**config.mk**
```make
export PLATFORM = sky130hd
export DESIGN_NAME = json_string_unescape_utf8
export DESIGN_NICKNAME = d
export VERILOG_FILES = /design/src/rtl/jsu_pkg.sv /design/src/rtl/jsu_front.sv /design/src/rtl/jsu_queue.sv /design/src/rtl/jsu_back.sv /design/src/rtl/json_string_unescape_utf8.sv
export SDC_FILE = /design/constraint.sdc
export NUM_CORES = 1
export LEC_CHECK = 0
export ABC_AREA = 0
export ABC_CLOCK_PERIOD_IN_PS = 5300
export BUFFER_PORTS_ARGS = -buffer_cell sky130_fd_sc_hd__buf_2
export CAP_MARGIN = 25
export CORE_MARGIN = 1
export CORE_UTILIZATION = 44
export CTS_BUF_LIST = sky130_fd_sc_hd__clkbuf_16
export DETAILED_ROUTE_END_ITERATION = 8
export SYNTH_ARGS = -nofsm -noshare
export SYNTH_HDL_FRONTEND = slang
export SYNTH_SLANG_ARGS = --single-unit
```
**constraint.sdc**
```tcl
create_clock -name clk -period 5.3 [get_ports clk]
set_input_delay 0.265 -clock clk [delete_from_list [all_inputs] [get_ports clk]]
set_output_delay 0.265 -clock clk [all_outputs]
set_load 0.005 [all_outputs]
```
**src/rtl/jsu_pkg.sv**
```systemverilog
`default_nettype none

package jsu_pkg;

  localparam int QUEUE_DEPTH = 4;

  localparam logic [2:0] KIND_DATA    = 3'd0;
  localparam logic [2:0] KIND_DONE    = 3'd1;
  localparam logic [2:0] KIND_BADHEX  = 3'd2;
  localparam logic [2:0] KIND_NOQUOTE = 3'd3;
  localparam logic [2:0] KIND_ENDED   = 3'd4;

  // One decoded input byte: an optional flushed surrogate, an optional code point or raw
  // byte, and an optional terminal result, given out in that order.
  typedef struct packed {
    logic        a_valid;
    logic [15:0] a_cp;
    logic        b_valid;
    logic        b_raw;
    logic [20:0] b_cp;
    logic        term_valid;
    logic [2:0]  term_kind;
  } cmd_t;

endpackage

`default_nettype wire

```
**src/rtl/jsu_front.sv**
```systemverilog
`default_nettype none

module jsu_front (
  input  wire              clk,
  input  wire              rst,
  input  wire              accept,
  input  wire  [7:0]       in_byte,
  input  wire              end_of_input,
  output logic             push,
  output jsu_pkg::cmd_t    cmd
);

  typedef enum logic [1:0] {
    MODE_IDLE,
    MODE_BODY,
    MODE_ESC,
    MODE_HEX
  } mode_t;

  localparam logic [7:0] CH_QUOTE = 8'h22;
  localparam logic [7:0] CH_BSL   = 8'h5c;
  localparam logic [7:0] CH_SPACE = 8'h20;
  localparam logic [7:0] CH_TAB   = 8'h09;
  localparam logic [7:0] CH_LF    = 8'h0a;
  localparam logic [7:0] CH_CR    = 8'h0d;
  localparam logic [7:0] CH_B     = 8'h62;
  localparam logic [7:0] CH_F     = 8'h66;
  localparam logic [7:0] CH_N     = 8'h6e;
  localparam logic [7:0] CH_R     = 8'h72;
  localparam logic [7:0] CH_T     = 8'h74;
  localparam logic [7:0] CH_U     = 8'h75;

  mode_t       mode, mode_next;
  logic [1:0]  hex_count, hex_count_next;
  logic [15:0] hex_accum, hex_accum_next;
  logic [15:0] pending, pending_next;
  logic [4:0]  hex_digit;
  logic [3:0]  hv;
  logic        hex_ok;
  logic [15:0] code;
  logic        flush;
  logic        is_ws;

  function automatic logic [4:0] hex_value(input logic [7:0] c);
    logic [4:0] r;
    r = 5'h10;
    if (c >= 8'h30 && c <= 8'h39) begin
      r = {1'b0, 4'(c - 8'h30)};
    end else if (c >= 8'h61 && c <= 8'h66) begin
      r = {1'b0, 4'(c - 8'h57)};
    end else if (c >= 8'h41 && c <= 8'h46) begin
      r = {1'b0, 4'(c - 8'h37)};
    end
    return r;
  endfunction

  assign hex_digit = hex_value(in_byte);
  assign hex_ok    = ~hex_digit[4];
  assign hv        = hex_digit[3:0];
  assign code  = {hex_accum[11:0], hv};
  assign flush = (pending != 16'h0000);
  assign is_ws = (in_byte == CH_SPACE) || (in_byte == CH_TAB) ||
                 (in_byte == CH_LF) || (in_byte == CH_CR);

  always_comb begin
    logic clear;
    clear          = 1'b0;
    mode_next      = mode;
    hex_count_next = hex_count;
    hex_accum_next = hex_accum;
    pending_next   = pending;
    cmd            = '0;
    if (end_of_input) begin
      cmd.term_valid = 1'b1;
      cmd.term_kind  = jsu_pkg::KIND_ENDED;
      clear          = 1'b1;
    end else begin
      unique case (mode)
        MODE_IDLE: begin
          if (in_byte == CH_QUOTE) begin
            mode_next = MODE_BODY;
          end else if (!is_ws) begin
            cmd.term_valid = 1'b1;
            cmd.term_kind  = jsu_pkg::KIND_NOQUOTE;
            clear          = 1'b1;
          end
        end
        MODE_BODY: begin
          if (in_byte != CH_BSL) begin
            cmd.a_valid  = flush;
            cmd.a_cp     = pending;
            pending_next = '0;
          end
          if (in_byte == CH_QUOTE) begin
            cmd.term_valid = 1'b1;
            cmd.term_kind  = jsu_pkg::KIND_DONE;
            clear          = 1'b1;
          end else if (in_byte == CH_BSL) begin
            mode_next = MODE_ESC;
          end else begin
            cmd.b_valid = 1'b1;
            cmd.b_raw   = 1'b1;
            cmd.b_cp    = {13'd0, in_byte};
          end
        end
        MODE_ESC: begin
          mode_next = MODE_BODY;
          if (in_byte != CH_U) begin
            cmd.a_valid  = flush;
            cmd.a_cp     = pending;
            pending_next = '0;
            cmd.b_valid  = 1'b1;
            cmd.b_raw    = 1'b1;
          end
          unique case (in_byte)
            CH_B:    cmd.b_cp = 21'h08;
            CH_F:    cmd.b_cp = 21'h0c;
            CH_N:    cmd.b_cp = 21'h0a;
            CH_R:    cmd.b_cp = 21'h0d;
            CH_T:    cmd.b_cp = 21'h09;
            CH_U: begin
              mode_next      = MODE_HEX;
              hex_count_next = '0;
              hex_accum_next = '0;
            end
            default: cmd.b_cp = {13'd0, in_byte};
          endcase
        end
        MODE_HEX: begin
          if (!hex_ok) begin
            cmd.term_valid = 1'b1;
            cmd.term_kind  = jsu_pkg::KIND_BADHEX;
            clear          = 1'b1;
          end else if (hex_count == 2'd3) begin
            hex_count_next = '0;
            hex_accum_next = '0;
            mode_next      = MODE_BODY;
            if (flush && code[15:10] == 6'b110111) begin
              cmd.b_valid  = 1'b1;
              cmd.b_cp     = 21'h10000 | {1'b0, pending[9:0], code[9:0]};
              pending_next = '0;
            end else begin
              cmd.a_valid  = flush;
              cmd.a_cp     = pending;
              pending_next = '0;
              if (code[15:10] == 6'b110110) begin
                pending_next = code;
              end else begin
                cmd.b_valid = 1'b1;
                cmd.b_cp    = {5'd0, code};
              end
            end
          end else begin
            hex_accum_next = code;
            hex_count_next = hex_count + 2'd1;
          end
        end
        default: begin
          clear = 1'b1;
        end
      endcase
    end
    if (clear) begin
      mode_next      = MODE_IDLE;
      hex_count_next = '0;
      hex_accum_next = '0;
      pending_next   = '0;
    end
  end

  assign push = accept && (cmd.a_valid || cmd.b_valid || cmd.term_valid);

  always_ff @(posedge clk) begin
    if (rst) begin
      mode      <= MODE_IDLE;
      hex_count <= '0;
      hex_accum <= '0;
      pending   <= '0;
    end else if (accept) begin
      mode      <= mode_next;
      hex_count <= hex_count_next;
      hex_accum <= hex_accum_next;
      pending   <= pending_next;
    end
  end

  a_pending_is_high: assert property (@(posedge clk) disable iff (rst)
    (pending != 16'h0000) |-> (pending[15:10] == 6'b110110))
    else $error("stored surrogate is not a high surrogate");

  a_count_outside_hex: assert property (@(posedge clk) disable iff (rst)
    (mode != MODE_HEX) |-> (hex_count == 2'd0))
    else $error("hex digit count left over outside a unicode escape");

endmodule

`default_nettype wire

```
**src/rtl/jsu_queue.sv**
```systemverilog
`default_nettype none

module jsu_queue #(
  parameter int DEPTH = jsu_pkg::QUEUE_DEPTH
) (
  input  wire              clk,
  input  wire              rst,
  input  wire              push,
  input  jsu_pkg::cmd_t    push_cmd,
  input  wire              pop,
  output jsu_pkg::cmd_t    head,
  output logic             nonempty,
  output logic             full
);

  localparam int PW = $clog2(DEPTH);
  localparam int CW = $clog2(DEPTH + 1);

  jsu_pkg::cmd_t mem [DEPTH];
  logic [PW-1:0] wr_ptr, rd_ptr;
  logic [CW-1:0] count;
  logic          do_push, do_pop;

  assign full     = (count == CW'(DEPTH));
  assign nonempty = (count != '0);
  assign do_push  = push && !full;
  assign do_pop   = pop && nonempty;
  assign head     = mem[rd_ptr];

  always_ff @(posedge clk) begin
    if (do_push) begin
      mem[wr_ptr] <= push_cmd;
    end
  end

  always_ff @(posedge clk) begin
    if (rst) begin
      wr_ptr <= '0;
      rd_ptr <= '0;
      count  <= '0;
    end else begin
      if (do_push) begin
        wr_ptr <= (wr_ptr == PW'(DEPTH - 1)) ? '0 : wr_ptr + PW'(1);
      end
      if (do_pop) begin
        rd_ptr <= (rd_ptr == PW'(DEPTH - 1)) ? '0 : rd_ptr + PW'(1);
      end
      if (do_push && !do_pop) begin
        count <= count + CW'(1);
      end else if (do_pop && !do_push) begin
        count <= count - CW'(1);
      end
    end
  end

  a_no_push_when_full: assert property (@(posedge clk) disable iff (rst)
    !(push && full))
    else $error("transaction pushed into a full queue");

endmodule

`default_nettype wire

```
**src/rtl/jsu_back.sv**
```systemverilog
`default_nettype none

module jsu_back (
  input  wire              clk,
  input  wire              rst,
  input  jsu_pkg::cmd_t    head,
  input  wire              nonempty,
  output logic             pop,
  output logic             m_tvalid,
  input  wire              m_tready,
  output logic [7:0]       m_tdata,
  output logic [2:0]       m_tuser,
  output logic             m_tlast
);

  typedef struct packed {
    logic [3:0][7:0] bytes;
    logic [3:0]      len;
  } utf8_t;

  function automatic utf8_t encode(input logic [20:0] cp);
    utf8_t r;
    r = '0;
    if (cp < 21'h80) begin
      r.len      = 4'd1;
      r.bytes[0] = cp[7:0];
    end else if (cp < 21'h800) begin
      r.len      = 4'd2;
      r.bytes[0] = 8'hc0 | {3'd0, cp[10:6]};
      r.bytes[1] = 8'h80 | {2'd0, cp[5:0]};
    end else if (cp < 21'h10000) begin
      r.len      = 4'd3;
      r.bytes[0] = 8'he0 | {4'd0, cp[15:12]};
      r.bytes[1] = 8'h80 | {2'd0, cp[11:6]};
      r.bytes[2] = 8'h80 | {2'd0, cp[5:0]};
    end else begin
      r.len      = 4'd4;
      r.bytes[0] = 8'hf0 | {5'd0, cp[20:18]};
      r.bytes[1] = 8'h80 | {2'd0, cp[17:12]};
      r.bytes[2] = 8'h80 | {2'd0, cp[11:6]};
      r.bytes[3] = 8'h80 | {2'd0, cp[5:0]};
    end
    return r;
  endfunction

  utf8_t      enc_a, enc_b;
  logic [3:0] len_a, len_b, len_ab, total, idx4, off;
  logic [2:0] idx;
  logic [7:0] sel_byte;
  logic [2:0] sel_kind;
  logic       sel_last;
  logic       load;

  assign enc_a  = encode({5'd0, head.a_cp});
  assign enc_b  = encode(head.b_cp);
  assign len_a  = head.a_valid ? enc_a.len : 4'd0;
  assign len_b  = head.b_valid ? (head.b_raw ? 4'd1 : enc_b.len) : 4'd0;
  assign len_ab = len_a + len_b;
  assign total  = len_ab + {3'd0, head.term_valid};
  assign idx4   = {1'b0, idx};
  assign off    = idx4 - len_a;

  always_comb begin
    sel_byte = '0;
    sel_kind = jsu_pkg::KIND_DATA;
    if (idx4 < len_a) begin
      sel_byte = enc_a.bytes[idx[1:0]];
    end else if (idx4 < len_ab) begin
      sel_byte = head.b_raw ? head.b_cp[7:0] : enc_b.bytes[off[1:0]];
    end else begin
      sel_kind = head.term_kind;
    end
  end

  assign sel_last = (idx4 == total - 4'd1);
  assign load     = nonempty && (!m_tvalid || m_tready);
  assign pop      = load && sel_last;

  always_ff @(posedge clk) begin
    if (rst) begin
      m_tvalid <= 1'b0;
      idx      <= '0;
    end else begin
      if (!m_tvalid || m_tready) begin
        m_tvalid <= nonempty;
      end
      if (load) begin
        idx <= sel_last ? 3'd0 : idx + 3'd1;
      end
    end
  end

  always_ff @(posedge clk) begin
    if (load) begin
      m_tdata <= sel_byte;
      m_tuser <= sel_kind;
      m_tlast <= sel_last;
    end
  end

  a_terminal_is_last: assert property (@(posedge clk) disable iff (rst)
    (m_tvalid && m_tuser != jsu_pkg::KIND_DATA) |-> m_tlast)
    else $error("terminal result is not the last of its transaction");

  a_terminal_zero_data: assert property (@(posedge clk) disable iff (rst)
    (m_tvalid && m_tuser != jsu_pkg::KIND_DATA) |-> (m_tdata == 8'h00))
    else $error("terminal result carries a data byte");

  a_index_in_range: assert property (@(posedge clk) disable iff (rst)
    nonempty |-> (idx4 < total))
    else $error("result index runs past the queued command");

endmodule

`default_nettype wire

```
**src/rtl/json_string_unescape_utf8.sv**
```systemverilog
// JSON string unescaper producing UTF-8.
// The slave channel takes one byte of JSON text per transaction; s_tuser flags the end
// of input, in which case s_tdata is ignored. The master channel gives the results one
// per transaction: m_tdata is a decoded byte, m_tuser the kind of result (data, string
// done, bad hex digit, no opening quote, input ended) and m_tlast marks the final result
// caused by one input byte. An input byte may cause no result or up to six.
// A front stage decodes each accepted byte into a command in the same cycle and writes
// it into a queue of QUEUE_DEPTH entries; a back stage expands the command at the queue
// head into result bytes, one per cycle unless the receiver stalls, into the output register.
// The results of a byte pass through the queue and then the output register. A byte is
// accepted every cycle while the queue has room, so a stream whose bytes give at most
// one result each runs at one byte per cycle while the receiver is ready; a byte with
// several results holds the output until all are out; the queue absorbs such bursts.
// When the receiver stalls, the output register holds its result, the queue fills and
// s_tready falls once it is full. Reset empties the queue and the output register and
// returns the decoder to waiting for an opening quote, with no surrogate pending.
`default_nettype none

module json_string_unescape_utf8 #(
  parameter int QUEUE_DEPTH = jsu_pkg::QUEUE_DEPTH
) (
  input  wire        clk,
  input  wire        rst,
  input  wire        s_tvalid,
  output logic       s_tready,
  input  wire  [7:0] s_tdata,   // in_byte
  input  wire  [0:0] s_tuser,   // end_of_input
  output logic       m_tvalid,
  input  wire        m_tready,
  output logic [7:0] m_tdata,   // out_byte
  output logic [2:0] m_tuser,   // kind
  output logic       m_tlast
);

  jsu_pkg::cmd_t push_cmd, head;
  logic          accept, push, pop, nonempty, full;

  assign s_tready = !full;
  assign accept   = s_tvalid && s_tready;

  jsu_front u_front (
    .clk          (clk),
    .rst          (rst),
    .accept       (accept),
    .in_byte      (s_tdata),
    .end_of_input (s_tuser[0]),
    .push         (push),
    .cmd          (push_cmd)
  );

  jsu_queue #(
    .DEPTH (QUEUE_DEPTH)
  ) u_queue (
    .clk      (clk),
    .rst      (rst),
    .push     (push),
    .push_cmd (push_cmd),
    .pop      (pop),
    .head     (head),
    .nonempty (nonempty),
    .full     (full)
  );

  jsu_back u_back (
    .clk      (clk),
    .rst      (rst),
    .head     (head),
    .nonempty (nonempty),
    .pop      (pop),
    .m_tvalid (m_tvalid),
    .m_tready (m_tready),
    .m_tdata  (m_tdata),
    .m_tuser  (m_tuser),
    .m_tlast  (m_tlast)
  );

endmodule

`default_nettype wire

```
==> out/metrics.cfg <==
[outcome]
status=finished clean

[routing]
finalWirelength_um=25400
wl_per_cell_um=20.3
routed_via_density=5.84
antenna_left=0
wirelength_met1_um=11400
first_pass_iters=5
dr_wl_met2_um=12100
wl_met3_um=1340
highest_layer=met4
drtIter0Drc=543
dr_total_vias=7304
drc_errors=0

[critical_path]
critical_path_class=flip-flop to flip-flop
worstPathRequired_ns=5.74
arrival_ns=5.57
cp-start-kind=flip-flop
cp_max_fo=25
end_kind=flip-flop

[pwr]
ir_worst_vdd_mv=0.271
p_per_area_nw_per_um2=491
leakagePower_uw=0.00430

[layout]
multi_input_area_um2=4340
ff_latch_area_um2=6430
nFillCells=2111
drive_above_1_share_pct=20.8
area_growth_pct=15.0
diodes=0
final_util_pct=52.1
final_common_cell=edfxtp_1
final_cells=1251
finalNetCount=950
layout_common_cells=edfxtp_1, nor2_1, nand2_1

[cts]
cts_sinks=229
root_buffer=clkbuf_16
cts.path.max_buffers=3
cts_tree=yes
cts_setup_buffers=0
clkTransAtPathRegs_ns=0.06
numCtsBuffers=24
ctsHtreeMaxLevel=1
clkLatencyLatePin_ns=0.51

[run]
drv_cap=0

[timing]
fin_crit_ns=5.13
worst_pin_slew_ns=1.01
rsz0062_at_grt=true
final_hold_viol_count=0
slew_violations=0
clock_skew_ns=0.0141
timing.fmax_mhz=195
fin_crit_sh_pct=96.8
fin_hold_ws_ns=0.0983
setup-tns-final_ns=0
setup_viol=0
maxSlewHeadroom_pct=32.8

[floorplan]
die_w_um=161
die_y_um=161
core_um2=24500
start_util_pct=45.3
dieArea_um2=25900
rows=57
io_pins=27

[hold_path]
hold_class=input port to flip-flop

[placed_design]
io_buffers=26
dp.cells=1206
hpwl_um=17900
gp_congestion=0.926

[yosys]
yosysWarnings=0
async_flop_share_pct=0
synth.area.top_cells=edfxtp_1, dfxtp_1, mux4_2
synth_top_area_share_pct=49.7
syn_nets=896
synth_cells=855
yosysUniqueCellTypes=82
synth_seq_area_share_pct=57.8
muxShareOfSynthArea_pct=9.68
yosys.area.top_type=edfxtp_1
synth_top_family_by_area=simple AND/OR/NAND/NOR gates
synth_compound_area_share_pct=12.0
synth-adder-area-share_pct=3.35
synthSimpleGateAreaFrac_pct=12.7
post_synth_xor_area_fraction_pct=0.788
netlist_area_um2=11100
synth_area_per_cell_um2=13.0
ys_ff_latch=229
dominantRegCellSynth=edfxtp_1
synth-edff-count=184

[global_route]
grt.overflow.total=0
antenna_found_initial=0
grt_pass1_wl_um=39700
grt_max_degree=54
grt.total_usage_pct=19.8
grt_pass1_vias=7093

## per-layer routing
| metal | global-route usage [%] | up-vias |
|---|---|---|
| met3 | 3.38 | 36 |
| li1 | - | 3435 |
| met2 | 32.0 | 199 |
| met4 | 6.39 | 0 |
| met5 | 0 | - |
| met1 | 27.3 | 3634 |
## logic make-up (layout without fill, tap and decap cells)
logic type / count (synthesis) / count (layout)
DFF: 229 / 229
muxes: 52 / 52
adders and majority gates: 28 / 28
xor gates and xnor gates: 10 / 10
AOI/OAI and AO/OA: 190 / 190
and+or+nand+nor: 253 / 253
buffers and inverters: 93 / 165
## power by group
part	total, µW	internal [µW]	switching (µW)
Combinational	2280	988	1290
Clock	1720	1050	668
Sequential	2290	2200	88.3
## sequential cells by signal, indices dropped and copies added (netlist names), named ones only
signal             count
u_queue.mem          172
u_front.hex_accum     12
u_back.idx             3
u_front.mode           2
u_back.m_tlast         1
u_queue.wr_ptr         2
u_front.hex_count      2
u_back.m_tvalid        1
u_queue.count          3
u_front.pending       16
u_back.m_tuser         3
u_queue.rd_ptr         2
u_back.m_tdata         8
## cell type report
class | count | area share, %
timing repair buffer | 79 | 4.86
clock inverter | 19 | 1.59
inverter | 42 | 1.23
multi-input combinational | 533 | 33.9
tap | 324 | 3.17
clock buffer | 25 | 4.89
sequential | 229 | 50.3
## what timing repair did
item / CTS / global route
hold endpoints to repair: 1 / 0
hold buffers: 1 / 0
gates resized for setup: 1 / 6
pin swaps: 0 / 0
setup endpoints to repair: 1 / 1
## path summary, 6_finish.rpt
path	from	end	slack, ns	depth (start not counted)
worst min register to register	u_back.m_tvalid$_SDFFE_PP0N_	u_back.m_tvalid$_SDFFE_PP0N_	0.46	2
worst max-delay path	flip-flop	u_queue.count[2]$_SDFFE_PP0P_	0.17	19
worst max register to register	flip-flop	u_queue.count[2]$_SDFFE_PP0P_	0.17	19
worst min-delay path	s_tuser	u_queue.mem[3][2]$_DFFE_PP_	0.1	1
## stage by stage
stage	cell area [µm²]	worst slack, ns	power (µW)
floorplan	11200	-0.0634	3840
global placement	11900	0.0589	4560
detailed placement	11900	-0.00912	4570
CTS	12800	0.0461	6300
global route	12800	-0.0563	6610
finish	12800	0.172	6280
## worst max-delay path, cell delays in order (launching register included)
cell and delay, ns:
dfxtp_4 0.40, buf_12 0.23, mux4_1 0.60, or4_1 0.56, nor2_1 0.17, buf_4 0.18
nand2_1 0.10, nand2_1 0.13, fa_1 0.45, ha_2 0.20, xor2_2 0.16, and2_1 0.15
mux4_2 0.50, nand3_4 0.12, ha_4 0.14, inv_2 0.04, fa_2 0.34, xor2_1 0.15
or3_1 0.32, a21oi_2 0.12
## synthesized netlist by cell type, types with 8 or more instances
cell,n
edfxtp_1,184
nor2_1,49
nand2_1,47
dfxtp_1,45
inv_1,42
a21oi_1,38
mux4_2,35
o21ai_0,35
nor3_1,30
clkbuf_1,29
ha_1,25
nand2b_1,24
and2_1,20
o32ai_1,20
buf_2,13
nand3_1,10
nor2b_1,9
a31oi_1,8
nor4_1,8
xor2_1,8
Power figures use the tool's default switching activity.
